**src/rtl/assert_macros.svh**
```systemverilog
// Assertion helpers shared by the RTL. Every user has clk and rst in scope.
`ifndef ASSERT_MACROS_SVH
`define ASSERT_MACROS_SVH

`define LSH_ASSERT(lbl, expr, msg) \
  lbl: assert property (@(posedge clk) disable iff (rst) (expr)) else $error(msg);

`define LSH_ASSERT_NEXT(lbl, ante, cons, msg) \
  lbl: assert property (@(posedge clk) disable iff (rst) (ante) |=> (cons)) else $error(msg);

`endif

```
**src/rtl/lsh_queue.sv**
```systemverilog
`include "assert_macros.svh"

module lsh_queue #(
  parameter int WIDTH = 8,
  parameter int DEPTH = 4
) (
  input  logic             clk,
  input  logic             rst,
  input  logic             push,
  input  logic [WIDTH-1:0] wdata,
  input  logic             pop,
  output logic [WIDTH-1:0] head,
  output logic             full,
  output logic             nonempty
);

  localparam int PTR_W = (DEPTH > 1) ? $clog2(DEPTH) : 1;
  localparam int CNT_W = $clog2(DEPTH + 1);

  logic [WIDTH-1:0] slots [DEPTH];
  logic [PTR_W-1:0] wptr;
  logic [PTR_W-1:0] rptr;
  logic [CNT_W-1:0] count;

  assign full     = count == CNT_W'(DEPTH);
  assign nonempty = count != '0;
  assign head     = slots[rptr];

  always_ff @(posedge clk) begin
    if (rst) begin
      wptr  <= '0;
      rptr  <= '0;
      count <= '0;
    end else begin
      if (push) begin
        wptr <= (wptr == PTR_W'(DEPTH - 1)) ? '0 : wptr + 1'b1;
      end
      if (pop) begin
        rptr <= (rptr == PTR_W'(DEPTH - 1)) ? '0 : rptr + 1'b1;
      end
      if (push && !pop) begin
        count <= count + 1'b1;
      end else if (pop && !push) begin
        count <= count - 1'b1;
      end
    end
  end

  always_ff @(posedge clk) begin
    if (push) begin
      slots[wptr] <= wdata;
    end
  end

  `LSH_ASSERT(q_no_overflow, !(push && full), "Queue written while full.")
  `LSH_ASSERT(q_no_underflow, !(pop && !nonempty), "Queue read while empty.")

endmodule

```
**config.mk**
```make
export PLATFORM = sky130hd
export DESIGN_NAME = lsh_queue
export DESIGN_NICKNAME = d
export VERILOG_FILES = /design/src/rtl/lsh_queue.sv
export VERILOG_INCLUDE_DIRS = /design/src /design/src/rtl
export SDC_FILE = /design/constraint.sdc
export NUM_CORES = 1
export LEC_CHECK = 0
export ABC_AREA = 0
export BUFFER_PORTS_ARGS = -buffer_cell sky130_fd_sc_hd__buf_2
export CAP_MARGIN = 15
export CORE_MARGIN = 2
export CORE_UTILIZATION = 54
export CTS_BUF_LIST = sky130_fd_sc_hd__clkbuf_8
export CTS_CLUSTER_SIZE = 16
export DETAILED_ROUTE_END_ITERATION = 12
export GPL_TIMING_DRIVEN = 0
export PLACE_DENSITY = 0.76
export SYNTH_ARGS = -nofsm -noshare
export SYNTH_HDL_FRONTEND = slang
export SYNTH_SLANG_ARGS = --single-unit
```
**constraint.sdc**
```tcl
create_clock -name clk -period 2.14 [get_ports clk]
set_input_delay 0.428 -clock clk [delete_from_list [all_inputs] [get_ports clk]]
set_output_delay 0.428 -clock clk [all_outputs]
set_load 0.02 [all_outputs]
```
==> flow_summary.ini <==
[global_routing]
grt_max_degree = 13
antenna_found_initial = 0
grt_use_total_pct = 15.2
grt_overflow = 0
use_met3_pct = 4.62
busiest_layer = met2
first_global_vias = 809
grt_pass1_wl_um = 3550
gr-usage-met1_pct = 16.6
grtUsageMet2_pct = 25.5

[timing]
setup_tns_ns = 0
final_max_slew_viol_count = 0
grt_setup_unrepaired = no
finalCriticalPeriod_ns = 1.89
maxSlewHeadroom_pct = 71.2
worstMarginPinSlew_ns = 0.431
max_clock_freq_ghz = 0.529
setup_viol = 0
post-route-period-util_pct = 88.3
skew_ns = 0.00340
hold_violations = 0
hold_ws_ns = 0.353

[routing]
drc_errors = 0
ant_nets = 0
first_pass_iters = 4
wl_per_cell_um = 15.6
avgViaCountPerCell = 5.43
vias = 793
drtIter0Drc = 32
routed_wl_um = 2280

[placed_design]
port_buffers = 21
gp_congestion = 0.647
dpl_cell_area_um2 = 1740
hpwlAfterDp_um = 1610
place_inst = 138

[clock_network]
root_buffer = clkbuf_8
cts_tree = built
clockBufferDepth = 2
h-tree-depth = 2
hold_buffers = 0
clock_latency_ns = 0.28
cts_resized = 0
cts.sinks = 41
postCtsSetupRepairBufs = 0
cts_buffers = 5
clkTransAtPathRegs_ns = 0.07

[finish]
finish.utilization_pct = 66.8
fin_nets = 133
n_antenna_cell = 0
fin_area_um2 = 1860
syn2layout_area_growth_pct = 16.3
drive_gt1_share_pct = 33.0
fillers = 190
fin_cells = 146

[logic_synthesis]
yosys_register_bits = 41
synth_area_leaders = edfxtp_1, dfxtp_1, mux4_2, ha_1, mux2i_1
ys_warn_count = 0
syn_area_um2 = 1600
yosys.area.top_type = edfxtp_1
synth_fp_nets = 105
ys_types = 16
synth_area_per_cell_um2 = 18.6
synth_top_area_share_pct = 60.1
syn_inst = 86
ys_seq_area_share_pct = 71.4

[critical_path]
cp_cell_sequence = buf_6 > mux4_2 > buf_2
slowest_stage = mux4_2
rrSetupSlack_ns = 0.67
arrival_ns = 1.46
crit_family = multiplexers
slowest_delay_ns = 0.52
critPathRequiredTime_ns = 1.71
worstSetupPathType = flop to output pin
setup.worst_path.end_class = output pin
startpoint_type = flop
worstPathMaxFanout = 8
crit_buf_inv = 2

[die]
ios = 22
dieArea_um2 = 3410
die_w_um = 58.4
core.rowCount = 19
initial_core_util_pct = 57.5
die_y_um = 58.4
fp.coreArea_um2 = 2780

[power_and_ir_drop]
p_leak_nw = 0.709
powerDensity_nw_per_um2 = 943
vdd_drop_max_uv = 879

[hold_path]
hold_class = primary input to flop

[run_status]
status = complete, no violations

[flow_run]
maxCapViolations = 0
[layer usage]
layer	vias up	wire length [µm]	part of all wire (%)
li1	379	-	-
met1	386	905	40
met2	21	1180	52
met3	7	122	5.4
met4	0	65	2.9
met5	-	0	0
[worst paths after layout]
path                         start                    end  cells past startpoint
min                       wdata[0]  slots[3][0]$_DFFE_PP_                      1
max                           flop                head[7]                      3
max reg2reg  count[0]$_SDFFE_PP0P_  count[2]$_SDFFE_PP0P_                      4
min reg2reg  count[2]$_SDFFE_PP0P_  count[2]$_SDFFE_PP0P_                      2
[flip-flops by register name, summed over array words and instances (netlist names), named ones only]
signal / count
rptr: 2
slots: 32
count: 3
wptr: 2
[cell type report]
type                    instances  area [µm²]  area share, %
multi-input cells              39         427           22.9
inverters                       4        15.0          0.808
well taps                      31        38.8           2.09
repair buffers                 21         105           5.65
clock buffers                   6        82.6           4.44
plain buffers                   2        16.3          0.875
flip-flops and latches         41        1140           61.4
clock inverters                 2        33.8           1.82
[logic make-up after synthesis]
group / after synthesis / share of synthesized area, %
flip-flops: 41 / 71.4
buffers and inverters: 6 / 1.96
multiplexers: 12 / 13.8
AND/OR/NAND/NOR: 15 / 4.93
XOR/XNOR: 2 / 1.10
adder cells (fa/ha/maj): 7 / 5.95
AO/OA/AOI/OAI: 3 / 0.939
[power by group]
part | internal (W) | switching (W) | total, W
logic | 0.0000936 | 0.000119 | 0.000212
clock network | 0.000375 | 0.000237 | 0.000612
registers | 0.000906 | 0.0000239 | 0.000930
total | 0.00137 | 0.000379 | 0.00175
[cells in the final DEF (no fill, tap or decap)]
cell,instances
clkbuf_2,1
mux2i_1,4
xor2_1,2
dfxtp_1,9
buf_2,21
a21oi_1,2
nor3b_1,2
mux4_2,8
fa_1,1
ha_1,6
nor2_1,7
clkbuf_8,6
inv_1,5
buf_6,1
bufinv_16,1
o21ai_0,1
edfxtp_1,32
or3_1,2
and2_1,4
[worst reg2reg max path: stages, from the launching register on]
cell and delay, ns:
dfxtp_1 0.36, fa_1 0.44, xor2_1 0.16, or3_1 0.31
a21oi_1 0.14
[Yosys cell counts]
library cell,instances
clkbuf_2,1
xor2_1,2
nor3b_1,2
inv_1,4
nor2_1,7
ha_1,6
mux4_2,8
or3_1,2
dfxtp_1,9
fa_1,1
and2_1,4
o21ai_0,1
a21oi_1,2
edfxtp_1,32
buf_6,1
mux2i_1,4
[stage by stage]
step                setup WS, ns  total power [W]
floorplan                  0.450          0.00109
global placement           0.272          0.00115
detailed placement         0.201          0.00116
CTS                        0.230          0.00178
global route               0.204          0.00183
finish                     0.250          0.00175
No activity file was read; power rests on OpenSTA's default activity.
