<file path="src/rtl/assert_macros.svh">
// Assertion helpers shared by the RTL. Every user has clk and rst in scope.
`ifndef ASSERT_MACROS_SVH
`define ASSERT_MACROS_SVH

`define LSH_ASSERT(lbl, expr, msg) \
  lbl: assert property (@(posedge clk) disable iff (rst) (expr)) else $error(msg);

`define LSH_ASSERT_NEXT(lbl, ante, cons, msg) \
  lbl: assert property (@(posedge clk) disable iff (rst) (ante) |=> (cons)) else $error(msg);

`endif

</file>
<file path="src/rtl/lsh_pkg.sv">
package lsh_pkg;

  localparam int unsigned HIST_BINS_DEF  = 100;
  localparam int unsigned HIST_RANGE_DEF = 1000;

  localparam int TIME_W = 48;
  localparam int LAT_W  = 32;
  localparam int SUM_W  = 64;
  localparam int CNT_W  = 32;
  localparam int CFG_W  = 20;
  localparam int RBIN_W = 7;

  localparam logic [CFG_W-1:0] CFG_RESET = 20'd1000;

  localparam int QUEUE_DEPTH = 4;

  typedef enum logic {
    ACT_RECORD = 1'b0,
    ACT_READ   = 1'b1
  } action_t;

  typedef struct packed {
    action_t          action;
    logic [LAT_W-1:0] lat;
    logic             ovr;
  } lsh_job_t;

endpackage

</file>
<file path="src/rtl/lsh_in_if.sv">
interface lsh_in_if import lsh_pkg::*; ();
  logic              valid;
  logic              ready;
  logic              action;
  logic [TIME_W-1:0] expected_time_us;
  logic [TIME_W-1:0] actual_time_us;
  logic [RBIN_W-1:0] read_bin;

  modport source (output valid, action, expected_time_us, actual_time_us, read_bin,
                  input ready);
  modport sink (input valid, action, expected_time_us, actual_time_us, read_bin,
                output ready);
endinterface

</file>
<file path="src/rtl/lsh_front.sv">
module lsh_front import lsh_pkg::*; #(
  parameter int unsigned HIST_BINS     = HIST_BINS_DEF,
  parameter int unsigned HIST_RANGE_US = HIST_RANGE_DEF
) (
  input  logic                         clk,
  input  logic                         rst,
  lsh_in_if.sink                       sample,
  input  logic [CFG_W-1:0]             interval,
  input  logic                         clearing,
  input  logic                         q_full,
  output logic                         push,
  output lsh_job_t                     push_job,
  output logic [$clog2(HIST_BINS)-1:0] push_bin
);

  localparam int BIN_W = $clog2(HIST_BINS);
  localparam longint unsigned THRESH =
    ((longint'(HIST_BINS) - 1) * longint'(HIST_RANGE_US) + longint'(HIST_BINS) - 1)
    / longint'(HIST_BINS);
  localparam int LW = $clog2(HIST_RANGE_US);
  localparam int XW = $clog2(longint'(HIST_RANGE_US) * longint'(HIST_BINS));
  localparam int SH = XW + LW;
  localparam int MW = XW + 1;
  localparam int PW = XW + MW;
  localparam longint unsigned MAGIC =
    ((longint'(1) << SH) + longint'(HIST_RANGE_US) - 1) / longint'(HIST_RANGE_US);

  logic                  en;
  logic [TIME_W:0]       diff;
  logic [LAT_W-1:0]      lat_in;
  logic [BIN_W-1:0]      rbin_in;

  logic                  v1;
  lsh_job_t              job1;
  logic [BIN_W-1:0]      bin1;

  logic                  v2;
  lsh_job_t              job2;
  logic                  hi2;
  logic [XW-1:0]         x2;
  logic [BIN_W-1:0]      bin2;

  logic                  v3;
  lsh_job_t              job3;
  logic                  hi3;
  logic [PW-1:0]         prod3;
  logic [BIN_W-1:0]      bin3;

  assign en           = !(v3 && q_full);
  assign sample.ready = en && !clearing;

  always_comb begin
    diff = {1'b0, sample.actual_time_us} - {1'b0, sample.expected_time_us};
    if (action_t'(sample.action) == ACT_READ || diff[TIME_W]) begin
      lat_in = '0;
    end else if (|diff[TIME_W-1:LAT_W]) begin
      lat_in = '1;
    end else begin
      lat_in = diff[LAT_W-1:0];
    end
    if (32'(sample.read_bin) >= 32'(HIST_BINS)) begin
      rbin_in = BIN_W'(HIST_BINS - 1);
    end else begin
      rbin_in = BIN_W'(sample.read_bin);
    end
  end

  always_ff @(posedge clk) begin
    if (rst) begin
      v1 <= 1'b0;
      v2 <= 1'b0;
      v3 <= 1'b0;
    end else if (en) begin
      v1 <= sample.valid && sample.ready;
      v2 <= v1;
      v3 <= v2;
    end
  end

  always_ff @(posedge clk) begin
    if (en) begin
      job1.action <= action_t'(sample.action);
      job1.lat    <= lat_in;
      job1.ovr    <= 1'b0;
      bin1        <= rbin_in;

      job2.action <= job1.action;
      job2.lat    <= job1.lat;
      job2.ovr    <= job1.action == ACT_RECORD && job1.lat > LAT_W'({interval, 1'b0});
      hi2         <= job1.lat >= LAT_W'(THRESH);
      x2          <= XW'(job1.lat[LW-1:0]) * XW'(HIST_BINS);
      bin2        <= bin1;

      job3        <= job2;
      hi3         <= hi2;
      prod3       <= PW'(x2) * PW'(MW'(MAGIC));
      bin3        <= bin2;
    end
  end

  assign push     = v3 && !q_full;
  assign push_job = job3;

  always_comb begin
    if (job3.action == ACT_READ) begin
      push_bin = bin3;
    end else if (hi3) begin
      push_bin = BIN_W'(HIST_BINS - 1);
    end else begin
      push_bin = prod3[SH +: BIN_W];
    end
  end

endmodule

</file>
<file path="src/flat_wrapper.sv">
// flat-port wrapper written by rule: the top's interface ports become plain ports
module lsh_front_flat import lsh_pkg::*;
#(
  parameter int unsigned HIST_BINS     = HIST_BINS_DEF,
  parameter int unsigned HIST_RANGE_US = HIST_RANGE_DEF
)
  (clk, rst, interval, clearing, q_full, push, push_job, push_bin, sample_valid, sample_action, sample_expected_time_us, sample_actual_time_us, sample_read_bin, sample_ready);
  lsh_in_if sample_i ();
  input  logic clk;
  input  logic rst;
  input  logic [CFG_W-1:0] interval;
  input  logic clearing;
  input  logic q_full;
  output logic push;
  output lsh_job_t push_job;
  output logic [$clog2(HIST_BINS)-1:0] push_bin;
  input wire logic [$bits(sample_i.valid)-1:0] sample_valid;
  input wire logic [$bits(sample_i.action)-1:0] sample_action;
  input wire logic [$bits(sample_i.expected_time_us)-1:0] sample_expected_time_us;
  input wire logic [$bits(sample_i.actual_time_us)-1:0] sample_actual_time_us;
  input wire logic [$bits(sample_i.read_bin)-1:0] sample_read_bin;
  output wire logic [$bits(sample_i.ready)-1:0] sample_ready;
  assign sample_i.valid = sample_valid;
  assign sample_i.action = sample_action;
  assign sample_i.expected_time_us = sample_expected_time_us;
  assign sample_i.actual_time_us = sample_actual_time_us;
  assign sample_i.read_bin = sample_read_bin;
  assign sample_ready = sample_i.ready;
  lsh_front #(.HIST_BINS(HIST_BINS), .HIST_RANGE_US(HIST_RANGE_US)) u_core (.clk(clk), .rst(rst), .sample(sample_i), .interval(interval), .clearing(clearing), .q_full(q_full), .push(push), .push_job(push_job), .push_bin(push_bin));
endmodule
</file>
<file path="config.mk">
export PLATFORM = sky130hd
export DESIGN_NAME = lsh_front_flat
export DESIGN_NICKNAME = d
export VERILOG_FILES = /design/src/rtl/assert_macros.svh /design/src/rtl/lsh_pkg.sv /design/src/rtl/lsh_in_if.sv /design/src/rtl/lsh_front.sv /design/src/flat_wrapper.sv
export SDC_FILE = /design/constraint.sdc
export NUM_CORES = 1
export LEC_CHECK = 0
export ABC_CLOCK_PERIOD_IN_PS = 5250
export BUFFER_PORTS_ARGS = -buffer_cell sky130_fd_sc_hd__buf_2
export CAP_MARGIN = 10
export CELL_PAD_IN_SITES_DETAIL_PLACEMENT = 0
export CELL_PAD_IN_SITES_GLOBAL_PLACEMENT = 1
export CORE_MARGIN = 2
export CORE_UTILIZATION = 42
export CTS_CLUSTER_DIAMETER = 40
export DETAILED_ROUTE_END_ITERATION = 10
export GPL_TIMING_DRIVEN = 0
export PLACE_DENSITY = 0.77
export SLEW_MARGIN = 10
export SYNTH_ARGS = -nofsm -noshare
export SYNTH_HDL_FRONTEND = slang
export SYNTH_SLANG_ARGS = --single-unit
export TNS_END_PERCENT = 5
</file>
<file path="constraint.sdc">
create_clock -name clk -period 5.25 [get_ports clk]
set_input_delay 1.575 -clock clk [delete_from_list [all_inputs] [get_ports clk]]
set_output_delay 1.575 -clock clk [all_outputs]
set_load 0.02 [all_outputs]
</file>
==> impl_metrics.py <==
metrics = {
    "status": {
        "status": "finished, final reports clean",
    },
    "timing": {
        "timing.final.max_slew_violations": 0,
        "min_period_ps": 5070,
        "timing.fmax_ghz": 0.197,
        "worst_slack_ps": 176,
        "slew-limit-headroom_pct": 61.6,
        "fin_setup_tns_ps": 0,
        "setup_violations": 0,
        "period_share_pct": 96.7,
        "hold_violations": 0,
        "worstMarginPinSlew_ps": 573,
        "clock-skew-final_ps": 7.08,
    },
    "floorplan": {
        "row_count": 62,
        "fp.dieH_um": 174,
        "io_pins": 172,
        "die_x_um": 174,
        "start_util_pct": 42.5,
        "core_area_um2": 28600,
        "die_area_um2": 30400,
    },
    "yosys": {
        "synth_edf_count": 143,
        "synthCells": 1162,
        "synthFlopType": "edfxtp_1",
        "syn_nets": 1558,
        "synth_top_area_share_pct": 35.3,
        "synth_seq_cells": 146,
        "synthDistinctLibCells": 71,
        "synth_seq_area_share_pct": 35.8,
        "async_flop_share_pct": 0,
        "yosysWarnings": 0,
        "yosysTopAreaCell": "edfxtp_1",
        "avgSynthCellArea_um2": 10.5,
        "ys_top_cells_by_area": "edfxtp_1 35%, ha_1 23%, fa_1 6.7%",
        "netlist_area_um2": 12200,
    },
    "pwr": {
        "p_leak_uw": 0.00734,
        "power_uw": 7100,
        "p_per_area_nw_per_um2": 491,
        "irDropWorstVdd_uv": 386,
    },
    "clocking": {
        "cts_sinks": 146,
        "clock_latency_ps": 420,
        "htree_num_levels": 4,
        "clkTransAtPathRegs_ps": 70,
        "clock_path_buffers": 2,
        "tritoncts": "done",
        "numCtsBuffers": 17,
        "ctsRootBufferMaster": "clkbuf_16",
    },
    "worst_setup_path": {
        "reg2reg_from": "u_core.x2[9]",
        "cp.arrival_ps": 5250,
        "cp-startpoint": "u_core.x2[9]",
        "critPathKind": "reg2reg",
        "rr_worst_depth": 21,
        "crit_end": "u_core.prod3[33]",
        "worst_setup_path_end_kind": "flip-flop",
        "cp-start-kind": "flip-flop",
        "r2r_end": "u_core.prod3[33]",
        "rrSetupSlack_ps": 180,
        "path_max_fanout": 3,
        "required_ps": 5420,
    },
    "placement": {
        "place_congestion": 0.860,
        "place_hpwl_mm": 22.7,
        "dp_slack_ps": -549,
        "port_buffers": 171,
    },
    "global_routing": {
        "grt_overflow": 0,
        "antenna_found_initial": 2,
        "gr-usage-all-layers_pct": 18.5,
        "grt_max_degree": 71,
        "first_global_vias": 9198,
        "grt_pass1_wl_mm": 44.8,
    },
    "detailed_routing": {
        "wl_met3_mm": 1.29,
        "wl_met1_mm": 12.3,
        "routed-via-count": 9068,
        "drtPass1Iterations": 5,
        "ant_nets": 0,
        "viasPerCell": 5.11,
        "wl_met2_mm": 13.7,
        "drt-initial-drc-count": 438,
        "drc": 0,
        "routedWlPerCell_um": 15.6,
        "wirelength_mm": 27.7,
        "top_layer_used": "met5",
    },
    "final_layout": {
        "multiInputGateArea_um2": 7090,
        "drive_above_1_share_pct": 20.1,
        "fin_nets": 1774,
        "register_area_um2": 4350,
        "fillers": 2628,
        "area_growth_syn_to_layout_pct": 18.8,
        "post-route-util_pct": 50.5,
    },
    "job": {
        "cap_violations": 0,
    },
    "hold_path": {
        "worstHoldPathType": "reg2reg",
    },
}
==> routing by layer <==
metal  up-vias  track usage (%)
met1      4273             23.3
met3        26             3.11
met5         -                0
met2       181             32.6
li1       4586                -
met4         2             5.36
==> kinds of logic (layout without fill, tap and decap cells) <==
group | after synthesis | in the layout | share of synthesized area [%]
AOI/OAI and AO/OA | 273 | 273 | 14.4
muxes | 3 | 3 | 0.257
and+or+nand+nor | 209 | 209 | 8.60
other | 0 | 1 | 0
DFF | 146 | 146 | 35.8
xor gates and xnor gates | 54 | 54 | 3.89
adders and majority gates | 267 | 267 | 30.0
buffers and inverters | 210 | 439 | 7.09
==> cells in the final DEF, fill, tap and decap left out, drive strengths merged, types with 41 or more instances in the layout <==
cell	Yosys	final
a21oi	84	84
buf	10	207
edfxtp	143	143
fa	41	41
ha	226	226
inv	189	196
nand2	62	62
nor2	46	46
o21ai	51	51
==> power by group <==
part	switching (uW)	leakage, uW	internal [uW]
Clock	496	0.000283	669
Sequential	109	0.00165	1470
Combinational	2340	0.00541	2030
Total	2940	0.00734	4160
==> stage by stage <==
stage	cells	cell area [um^2]	hold slack, ps
floorplan	1162	12200	400
global placement	1717	13500	401
detailed placement	1719	13600	405
CTS	1767	14300	413
global route	1775	14500	414
finish	1776	14500	414
==> sequential cells by signal (all words and copies together) (netlist names), 7 cells and up <==
signal           flops
u_core.bin1          7
u_core.bin2          7
u_core.bin3          7
u_core.job1         33
u_core.job2         34
u_core.prod3         7
u_core.push_job     34
u_core.x2           12
==> how the worst min path moves through the flow <==
stage	cells past startpoint	from	slack, ps	to
floorplan	0	u_core.bin1[0]	400	u_core.bin2[0]
global placement	0	u_core.bin1[4]	400	u_core.bin2[4]
detailed placement	0	u_core.bin1[5]	400	u_core.bin2[5]
CTS	0	u_core.job2[7]	410	u_core.push_job[7]
global route	0	u_core.bin1[5]	410	u_core.bin2[5]
finish	0	u_core.job2[7]	410	u_core.push_job[7]
==> cell usage after synthesis (11+ instances only) <==
| cell type | instances |
|---|---|
| a21oi_1 | 83 |
| nor2_1 | 46 |
| a31oi_1 | 37 |
| o21bai_1 | 12 |
| nand2b_1 | 14 |
| fa_1 | 41 |
| ha_1 | 226 |
| o21ai_0 | 51 |
| edfxtp_1 | 143 |
| nand4_1 | 11 |
| nand3_1 | 17 |
| a21o_1 | 27 |
| inv_1 | 189 |
| xor2_1 | 17 |
| xnor2_1 | 37 |
| nand2_1 | 62 |
| clkbuf_1 | 11 |
==> final cells by class <==
cell class	count	share of cell area [%]
buffer	21	1.06
clock buffer	18	2.97
sequential	146	30.1
inverter	189	4.91
antenna	1	0.0173
clock inverter	14	1.02
multi-input combinational	806	49.0
timing repair buffer	197	7.55
tap	384	3.32
==> critical path, cell delays in order, from the launching register on <==
cell and delay [ps]:
edfxtp_1 400, buf_4 170, ha_1 180, ha_1 280
inv_1 50, fa_1 470, inv_1 50, fa_1 480
fa_1 550, ha_4 210, ha_1 300, nand2_1 100
nor2_1 50, a31oi_2 220, a21boi_2 110, a211oi_4 310
o21ai_2 110, o211a_1 230, o21a_1 210, o21ai_1 140
nand2b_1 80, xor2_1 140
==> timing repair <==
action / 4_1_cts / 5_1_grt
hold buffers: 0 / 0
gates resized for setup: 6 / 24
setup endpoints to repair: 5 / 2
pin swaps: 2 / 23
setup buffers: 16 / 8
Power figures use the tool's default switching activity.
