<file path="src/rtl/assert_macros.svh">
// Assertion helpers shared by the RTL. Every user has clk and rst in scope.
`ifndef ASSERT_MACROS_SVH
`define ASSERT_MACROS_SVH

`define LSH_ASSERT(lbl, expr, msg) \
  lbl: assert property (@(posedge clk) disable iff (rst) (expr)) else $error(msg);

`define LSH_ASSERT_NEXT(lbl, ante, cons, msg) \
  lbl: assert property (@(posedge clk) disable iff (rst) (ante) |=> (cons)) else $error(msg);

`endif

</file>
<file path="src/rtl/lsh_pkg.sv">
package lsh_pkg;

  localparam int unsigned HIST_BINS_DEF  = 100;
  localparam int unsigned HIST_RANGE_DEF = 1000;

  localparam int TIME_W = 48;
  localparam int LAT_W  = 32;
  localparam int SUM_W  = 64;
  localparam int CNT_W  = 32;
  localparam int CFG_W  = 20;
  localparam int RBIN_W = 7;

  localparam logic [CFG_W-1:0] CFG_RESET = 20'd1000;

  localparam int QUEUE_DEPTH = 4;

  typedef enum logic {
    ACT_RECORD = 1'b0,
    ACT_READ   = 1'b1
  } action_t;

  typedef struct packed {
    action_t          action;
    logic [LAT_W-1:0] lat;
    logic             ovr;
  } lsh_job_t;

endpackage

</file>
<file path="src/rtl/lsh_out_if.sv">
interface lsh_out_if import lsh_pkg::*; ();
  logic              valid;
  logic              ready;
  logic [LAT_W-1:0]  sample_latency;
  logic [LAT_W-1:0]  min_latency;
  logic [LAT_W-1:0]  max_latency;
  logic [SUM_W-1:0]  latency_sum;
  logic [CNT_W-1:0]  sample_count;
  logic [CNT_W-1:0]  overrun_count;
  logic [RBIN_W-1:0] bin_number;
  logic [CNT_W-1:0]  bin_count;

  modport source (output valid, sample_latency, min_latency, max_latency, latency_sum,
                  sample_count, overrun_count, bin_number, bin_count,
                  input ready);
  modport sink (input valid, sample_latency, min_latency, max_latency, latency_sum,
                sample_count, overrun_count, bin_number, bin_count,
                output ready);
endinterface

</file>
<file path="src/rtl/lsh_ram.sv">
module lsh_ram #(
  parameter int WIDTH = 32,
  parameter int DEPTH = 100
) (
  input  logic                     clk,
  input  logic                     we,
  input  logic [$clog2(DEPTH)-1:0] waddr,
  input  logic [WIDTH-1:0]         wdata,
  input  logic                     re,
  input  logic [$clog2(DEPTH)-1:0] raddr,
  output logic [WIDTH-1:0]         rdata
);

  logic [WIDTH-1:0] mem [DEPTH];

  always_ff @(posedge clk) begin
    if (we) begin
      mem[waddr] <= wdata;
    end
    if (re) begin
      rdata <= mem[raddr];
    end
  end

endmodule

</file>
<file path="src/rtl/lsh_back.sv">
`include "assert_macros.svh"

module lsh_back import lsh_pkg::*; #(
  parameter int unsigned HIST_BINS = HIST_BINS_DEF
) (
  input  logic                         clk,
  input  logic                         rst,
  input  logic                         q_valid,
  input  lsh_job_t                     q_job,
  input  logic [$clog2(HIST_BINS)-1:0] q_bin,
  output logic                         pop,
  output logic                         clearing,
  lsh_out_if.source                    result
);

  localparam int BIN_W = $clog2(HIST_BINS);

  logic               clr_active;
  logic [BIN_W-1:0]   clr_addr;

  logic               eb;
  logic               advance;

  logic               v2;
  lsh_job_t           job2;
  logic [BIN_W-1:0]   bin2;

  logic [CNT_W-1:0]   rdata;
  logic               lw_valid;
  logic [BIN_W-1:0]   lw_addr;
  logic [CNT_W-1:0]   lw_data;

  logic [CNT_W-1:0]   cur;
  logic [CNT_W-1:0]   bumped;
  logic               bin_we;

  logic               ram_we;
  logic [BIN_W-1:0]   ram_waddr;
  logic [CNT_W-1:0]   ram_wdata;

  logic [LAT_W-1:0]   min_reg, min_next;
  logic [LAT_W-1:0]   max_reg, max_next;
  logic [SUM_W-1:0]   sum_reg, sum_next;
  logic [CNT_W-1:0]   count_reg, count_next;
  logic [CNT_W-1:0]   overrun_reg, overrun_next;
  logic [SUM_W:0]     sum_wide;

  logic               res_valid;
  logic [LAT_W-1:0]   res_lat;
  logic [LAT_W-1:0]   res_min;
  logic [LAT_W-1:0]   res_max;
  logic [SUM_W-1:0]   res_sum;
  logic [CNT_W-1:0]   res_count;
  logic [CNT_W-1:0]   res_overrun;
  logic [RBIN_W-1:0]  res_bin;
  logic [CNT_W-1:0]   res_bin_count;

  assign clearing = clr_active;
  assign eb       = !res_valid || result.ready;
  assign advance  = eb && !clr_active;
  assign pop      = advance && q_valid;

  always_ff @(posedge clk) begin
    if (rst) begin
      clr_active <= 1'b1;
      clr_addr   <= '0;
    end else if (clr_active) begin
      clr_addr <= clr_addr + 1'b1;
      if (clr_addr == BIN_W'(HIST_BINS - 1)) begin
        clr_active <= 1'b0;
      end
    end
  end

  always_comb begin
    cur    = (lw_valid && lw_addr == bin2) ? lw_data : rdata;
    bumped = (cur == '1) ? cur : cur + 1'b1;
    bin_we = advance && v2 && job2.action == ACT_RECORD;
    if (clr_active) begin
      ram_we    = 1'b1;
      ram_waddr = clr_addr;
      ram_wdata = '0;
    end else begin
      ram_we    = bin_we;
      ram_waddr = bin2;
      ram_wdata = bumped;
    end
  end

  lsh_ram #(
    .WIDTH (CNT_W),
    .DEPTH (HIST_BINS)
  ) u_bins (
    .clk   (clk),
    .we    (ram_we),
    .waddr (ram_waddr),
    .wdata (ram_wdata),
    .re    (advance),
    .raddr (q_bin),
    .rdata (rdata)
  );

  always_comb begin
    min_next     = min_reg;
    max_next     = max_reg;
    sum_next     = sum_reg;
    count_next   = count_reg;
    overrun_next = overrun_reg;
    sum_wide     = {1'b0, sum_reg} + (SUM_W + 1)'(job2.lat);
    if (job2.action == ACT_RECORD) begin
      if (job2.lat < min_reg) begin
        min_next = job2.lat;
      end
      if (job2.lat > max_reg) begin
        max_next = job2.lat;
      end
      sum_next   = sum_wide[SUM_W] ? '1 : sum_wide[SUM_W-1:0];
      count_next = (count_reg == '1) ? count_reg : count_reg + 1'b1;
      if (job2.ovr && overrun_reg != '1) begin
        overrun_next = overrun_reg + 1'b1;
      end
    end
  end

  always_ff @(posedge clk) begin
    if (rst) begin
      v2          <= 1'b0;
      lw_valid    <= 1'b0;
      res_valid   <= 1'b0;
      min_reg     <= '1;
      max_reg     <= '0;
      sum_reg     <= '0;
      count_reg   <= '0;
      overrun_reg <= '0;
    end else begin
      if (advance) begin
        v2 <= q_valid;
      end
      if (clr_active) begin
        lw_valid <= 1'b0;
      end else if (bin_we) begin
        lw_valid <= 1'b1;
      end
      if (eb) begin
        res_valid <= advance && v2;
      end
      if (advance && v2) begin
        min_reg     <= min_next;
        max_reg     <= max_next;
        sum_reg     <= sum_next;
        count_reg   <= count_next;
        overrun_reg <= overrun_next;
      end
    end
  end

  always_ff @(posedge clk) begin
    if (pop) begin
      job2 <= q_job;
      bin2 <= q_bin;
    end
    if (bin_we) begin
      lw_addr <= bin2;
      lw_data <= bumped;
    end
    if (advance && v2) begin
      res_lat       <= job2.lat;
      res_min       <= min_next;
      res_max       <= max_next;
      res_sum       <= sum_next;
      res_count     <= count_next;
      res_overrun   <= overrun_next;
      res_bin       <= RBIN_W'(bin2);
      res_bin_count <= (job2.action == ACT_RECORD) ? bumped : cur;
    end
  end

  assign result.valid          = res_valid;
  assign result.sample_latency = res_lat;
  assign result.min_latency    = res_min;
  assign result.max_latency    = res_max;
  assign result.latency_sum    = res_sum;
  assign result.sample_count   = res_count;
  assign result.overrun_count  = res_overrun;
  assign result.bin_number     = res_bin;
  assign result.bin_count      = res_bin_count;

  `LSH_ASSERT(bk_no_pop_clear, !(clr_active && pop), "Item taken during bin clear.")
  `LSH_ASSERT_NEXT(bk_result_load, advance && v2, res_valid, "Finished item lost.")

endmodule
</file>
<file path="src/flat_wrapper.sv">
// flat-port wrapper written by rule: the top's interface ports become plain ports
module lsh_back_flat import lsh_pkg::*;
#(
  parameter int unsigned HIST_BINS = HIST_BINS_DEF
)
  (clk, rst, q_valid, q_job, q_bin, pop, clearing, result_valid, result_sample_latency, result_min_latency, result_max_latency, result_latency_sum, result_sample_count, result_overrun_count, result_bin_number, result_bin_count, result_ready);
  lsh_out_if result_i ();
  input  logic clk;
  input  logic rst;
  input  logic q_valid;
  input  lsh_job_t q_job;
  input  logic [$clog2(HIST_BINS)-1:0] q_bin;
  output logic pop;
  output logic clearing;
  output wire logic [$bits(result_i.valid)-1:0] result_valid;
  output wire logic [$bits(result_i.sample_latency)-1:0] result_sample_latency;
  output wire logic [$bits(result_i.min_latency)-1:0] result_min_latency;
  output wire logic [$bits(result_i.max_latency)-1:0] result_max_latency;
  output wire logic [$bits(result_i.latency_sum)-1:0] result_latency_sum;
  output wire logic [$bits(result_i.sample_count)-1:0] result_sample_count;
  output wire logic [$bits(result_i.overrun_count)-1:0] result_overrun_count;
  output wire logic [$bits(result_i.bin_number)-1:0] result_bin_number;
  output wire logic [$bits(result_i.bin_count)-1:0] result_bin_count;
  input wire logic [$bits(result_i.ready)-1:0] result_ready;
  assign result_valid = result_i.valid;
  assign result_sample_latency = result_i.sample_latency;
  assign result_min_latency = result_i.min_latency;
  assign result_max_latency = result_i.max_latency;
  assign result_latency_sum = result_i.latency_sum;
  assign result_sample_count = result_i.sample_count;
  assign result_overrun_count = result_i.overrun_count;
  assign result_bin_number = result_i.bin_number;
  assign result_bin_count = result_i.bin_count;
  assign result_i.ready = result_ready;
  lsh_back #(.HIST_BINS(HIST_BINS)) u_core (.clk(clk), .rst(rst), .q_valid(q_valid), .q_job(q_job), .q_bin(q_bin), .pop(pop), .clearing(clearing), .result(result_i));
endmodule
</file>
<file path="config.mk">
export PLATFORM = sky130hd
export DESIGN_NAME = lsh_back_flat
export DESIGN_NICKNAME = d
export VERILOG_FILES = /design/src/rtl/lsh_pkg.sv /design/src/rtl/lsh_out_if.sv /design/src/rtl/lsh_ram.sv /design/src/rtl/lsh_back.sv /design/src/flat_wrapper.sv
export VERILOG_INCLUDE_DIRS = /design/src /design/src/rtl
export SDC_FILE = /design/constraint.sdc
export NUM_CORES = 2
export LEC_CHECK = 0
export ABC_AREA = 1
export BUFFER_PORTS_ARGS = -buffer_cell sky130_fd_sc_hd__buf_2
export CAP_MARGIN = 0
export CORE_AREA = 2 2 705 497
export CTS_CLUSTER_SIZE = 10
export DETAILED_ROUTE_END_ITERATION = 16
export DIE_AREA = 0 0 707 499
export PLACE_DENSITY = 0.64
export SLEW_MARGIN = 20
export SYNTH_ARGS = -nofsm -noshare
export SYNTH_HDL_FRONTEND = slang
export SYNTH_SLANG_ARGS = --single-unit
</file>
<file path="constraint.sdc">
create_clock -name clk -period 16.58 [get_ports clk]
set_input_delay 2.487 -clock clk [delete_from_list [all_inputs] [get_ports clk]]
set_output_delay 2.487 -clock clk [all_outputs]
set_load 0.005 [all_outputs]
</file>
==> PnR_summary.wiki <==
{| class="wikitable"
! Metric !! Value
|-
| Clock period minus worst slack || 8262 ps
|-
| # DRC || 0
|-
| M1 GR Usage || 41.08%
|-
| Slew at the pin closest to its max-slew limit || 1337 ps
|-
| Post-synthesis instance total || approximately 13000
|-
| Top-level port count || 311
|-
| Data arrival at the endpoint of the critical path || between 9000 and 10000 ps
|-
| CTS max path bufs || 4
|-
| Placer Congestion || ~0.94
|-
| Worst Setup Path Type || input port to flip-flop
|-
| Worst Hold Class || flip-flop to flip-flop
|-
| Number of instances resized during post-cts repair || 0
|-
| Chip Width || 707 um
|-
| Clock Pin Slew Worst Setup and Hold Paths || approximately 60 ps
|-
| Largest register FFs || between 3000 and 4000
|-
| Vias in the first global route || slightly below 100k
|-
| Count of endpoints failing setup in the final report || 0
|-
| Count of buffers inserted at the top-level ports || 310
|-
| CP Capture Point || u_core.u_bins.rdata[26]
|-
| Count of fill cells added during filler insertion || roughly 30000
|-
| Largest net degree at the start of global routing || between 150 and 200
|-
| Syn nets || about 13000
|-
| RSZ-0062 raised after global routing || false
|-
| Half-perimeter wire length after detailed placement || between 200000 and 300000 um
|-
| Startpoint of the worst-slack reg-to-reg timing path || u_core.bin2[6]
|-
| Worst setup SP type || input port
|-
| Gr busiest metal || met1
|-
| Antenna violations before repair || 38
|-
| Part of the power in combinational logic || roughly 4.8%
|-
| Vias after detailed routing || between 100k and 150k
|-
| Starting density of the core || around 45%
|-
| Detailed Routing Iterations Pass 1 || 7
|-
| Clock tree from TritonCTS || yes
|-
| Main synth FF type || sky130_fd_sc_hd__edfxtp_1
|-
| Synthesis-to-finish area growth || 12.16%
|-
| Switching power || about 4.3 mW
|-
| Internal cell power || approximately 15 mW
|-
| Kind of end point of the critical path || flip-flop
|-
| Synthesized flop and latch total || ~3800
|-
| Hold buffers post-CTS || 0
|-
| Part of the power in registers || a little over half
|-
| Post-Route WL || just under 500000 um
|-
| Ys async rst share || 0%
|-
| Met3 routing resource usage after global routing || approximately a tenth
|-
| Pins over their slew limit || 0
|-
| Power density over the cells || about 110 nW/um2
|-
| Register-to-register path setup slack || roughly 10000 ps
|-
| Most frequent cells in the layout || 3575 x sky130_fd_sc_hd__edfxtp_1, 1977 x sky130_fd_sc_hd__nor2_1, 1941 x sky130_fd_sc_hd__o21ai_0
|-
| Routed len/inst || around 27 um
|-
| Ratio of cells with drive above 1 in the final layout || roughly a tenth
|-
| Synth warn || 0
|-
| Max-cap violation count || 0
|-
| Number of flops mapped to enable cells by yosys || 3575
|-
| Most common library cell in the layout ignoring fill and taps || sky130_fd_sc_hd__edfxtp_1
|-
| Standard-cell rows || roughly 180
|-
| Total count of hold-check failures in the final report || 0
|-
| Summed negative setup slack over all endpoints || 0 ps
|-
| Clock Skews || approximately 62 ps
|-
| Clock root buffer || sky130_fd_sc_hd__clkbuf_16
|-
| Leakage dissipation || around 64 nW
|-
| Global-route wire length before repair || about 700000 um
|-
| Final ANT Viol Nets || 0
|-
| Sequential area share after synthesis || between 70% and 80%
|-
| Starting DRC count in detailed routing || approximately 17000
|-
| Number of distinct library cell variants in the gate-level netlist after synthesis || between 50 and 60
|-
| Minimum hold slack || 467.3 ps
|-
| Max-slew headroom || between 10% and 20%
|-
| Total global routing overflow || 0
|-
| Highest ir drop seen on vdd || roughly 100 uV
|-
| Summed instance area of the synthesized netlist || between 150000 and 200000 um2
|-
| Critical path startpoint || q_bin[0]
|-
| Setup Fix Bufs, Post-CTS || 0
|-
| Share of total power in the clock network || between 40% and 50%
|-
| Post-layout net count || between 10000 and 15000
|-
| Net switching fraction of the power || 22.03%
|-
| Clock sink count || about 3800
|-
| Highest clock rate || between 100 and 150 MHz
|-
| Number of levels in the clock H-tree || 5
|-
| Global-route total usage across every layer || between 20% and 30%
|-
| Worst-path maximum fanout || slightly below 100
|-
| Height of the chip || roughly 500 um
|-
| Clock insertion delay at the later pin of the skew report || 970 ps
|-
| Critical R2R Capture || u_core.u_bins.mem[32][27]
|-
| Depth of the most critical reg-to-reg path || 20
|-
| Core Area || around 350000 um2
|-
| Avg Cell Area, Syn || ~12 um2
|-
| Post-DR vias/cell || approximately 6.0
|-
| CTS Buf Count || 423
|-
| Outcome || finished, final reports clean
|-
| Area enclosed by the die boundary || around 350000 um2
|-
| Util after Layout || 50.34%
|-
| Post-route total power || 19.47 mW
|-
| Global routing usage on met2 || between 30% and 40%
|-
| Final clock period utilization by the worst path || roughly half
|-
| Crit path required time || 17400 ps
|}
==> per-layer routing <==
layer	wire length [um]	vias to the layer above
li1	-	47550
met1	206100	53360
met2	195900	6495
met3	73610	769
met4	13520	20
met5	123	-
==> stage by stage <==
stage	setup slack (ps)	instance area [um2]	std cells
floorplan	3591	155200	13010
global placement	7740	162500	17330
detailed placement	7693	162500	17340
CTS	8698	173900	17860
global route	7978	174100	17870
finish	8318	174100	17890
==> cell families (layout without fill, tap and decap cells) <==
| family | Yosys count | in the layout | share of synthesized area (%) |
|---|---|---|---|
| buffers and inverters | 1397 | 1684 | 3.530 |
| DFF | 3778 | 3778 | 71.78 |
| adders and majority gates | 100 | 100 | 0.8110 |
| muxes | 1 | 1 | 0.006449 |
| xor gates and xnor gates | 77 | 77 | 0.4345 |
| and+or+nand+nor | 4327 | 4327 | 11.39 |
| other | 0 | 14 | 0 |
| AOI/OAI and AO/OA | 3330 | 3330 | 12.05 |
==> worst max-delay path, cell delays in order <==
cell and delay [ps]:
sky130_fd_sc_hd__buf_8 410, sky130_fd_sc_hd__buf_4 810, sky130_fd_sc_hd__buf_4 740, sky130_fd_sc_hd__buf_4 670, sky130_fd_sc_hd__buf_4 690, sky130_fd_sc_hd__buf_4 710
sky130_fd_sc_hd__buf_4 610, sky130_fd_sc_hd__o21ai_0 220, sky130_fd_sc_hd__o22ai_1 200, sky130_fd_sc_hd__nor2_1 60, sky130_fd_sc_hd__o211ai_1 640, sky130_fd_sc_hd__o211ai_1 180
sky130_fd_sc_hd__nand2_1 100, sky130_fd_sc_hd__nor2_1 50, sky130_fd_sc_hd__nor2_1 100
==> synthesized netlist by cell type, types with 26 or more instances <==
master / number / area share, %
sky130_fd_sc_hd__ha_1: 99 / 0.80
sky130_fd_sc_hd__nand2_1: 1385 / 3.3
sky130_fd_sc_hd__o221ai_1: 165 / 0.93
sky130_fd_sc_hd__a21oi_1: 313 / 1.0
sky130_fd_sc_hd__o21ai_0: 1944 / 6.3
sky130_fd_sc_hd__o22ai_1: 649 / 2.6
sky130_fd_sc_hd__nand4_1: 48 / 0.19
sky130_fd_sc_hd__nor2_1: 2075 / 5.0
sky130_fd_sc_hd__o21ai_1: 26 / 0.084
sky130_fd_sc_hd__nand3_1: 647 / 2.1
sky130_fd_sc_hd__clkbuf_1: 622 / 1.5
sky130_fd_sc_hd__o21a_1: 41 / 0.20
sky130_fd_sc_hd__xor2_1: 64 / 0.36
sky130_fd_sc_hd__nand3_2: 27 / 0.17
sky130_fd_sc_hd__nor3_1: 71 / 0.23
sky130_fd_sc_hd__o211ai_1: 82 / 0.40
sky130_fd_sc_hd__edfxtp_1: 3575 / 69
sky130_fd_sc_hd__buf_1: 77 / 0.19
sky130_fd_sc_hd__buf_2: 131 / 0.42
sky130_fd_sc_hd__a31oi_1: 26 / 0.10
sky130_fd_sc_hd__dfxtp_1: 203 / 2.6
sky130_fd_sc_hd__inv_1: 536 / 1.3
==> worst min-delay path by stage <==
| stage | startpoint | end | slack [ps] | depth (start not counted) |
|---|---|---|---|---|
| 5_1_grt | u_core.min_reg[2] | u_core.min_reg[2] | 490 | 2 |
| 2_1_floorplan | u_core.min_reg[0] | u_core.min_reg[0] | 440 | 2 |
| 3_5_place_dp | u_core.min_reg[6] | u_core.min_reg[6] | 450 | 2 |
| 6_report | u_core.min_reg[24] | u_core.min_reg[24] | 470 | 2 |
| 3_3_place_gp | u_core.min_reg[3] | u_core.min_reg[3] | 450 | 2 |
| 4_1_cts | u_core.min_reg[28] | u_core.min_reg[28] | 470 | 2 |
==> area by class of cell <==
cell class                      count  area (um2)  share of cell area, %
Clock buffer                      510       11100                  6.376
Sequential cell                  3778      111400                  64.00
Inverter                          554        2161                  1.241
Antenna cell                       14       35.03                0.02012
Tap cell                         4575        5724                  3.288
Clock inverter                     19       244.0                 0.1402
Timing Repair Buffer              601        4073                  2.339
Multi-Input combinational cell   7835       39330                  22.59
==> power groups by stage <==
stage	sequential [mW]	combinational [mW]	clock, mW
6_report	10.3	0.928	8.21
5_1_grt	10.3	0.989	8.64
4_1_cts	10.3	0.896	8.28
3_5_place_dp	10.5	0.893	0
3_3_place_gp	10.5	0.888	0
2_1_floorplan	10.5	0.535	0
(Power assumes the default switching activity.)
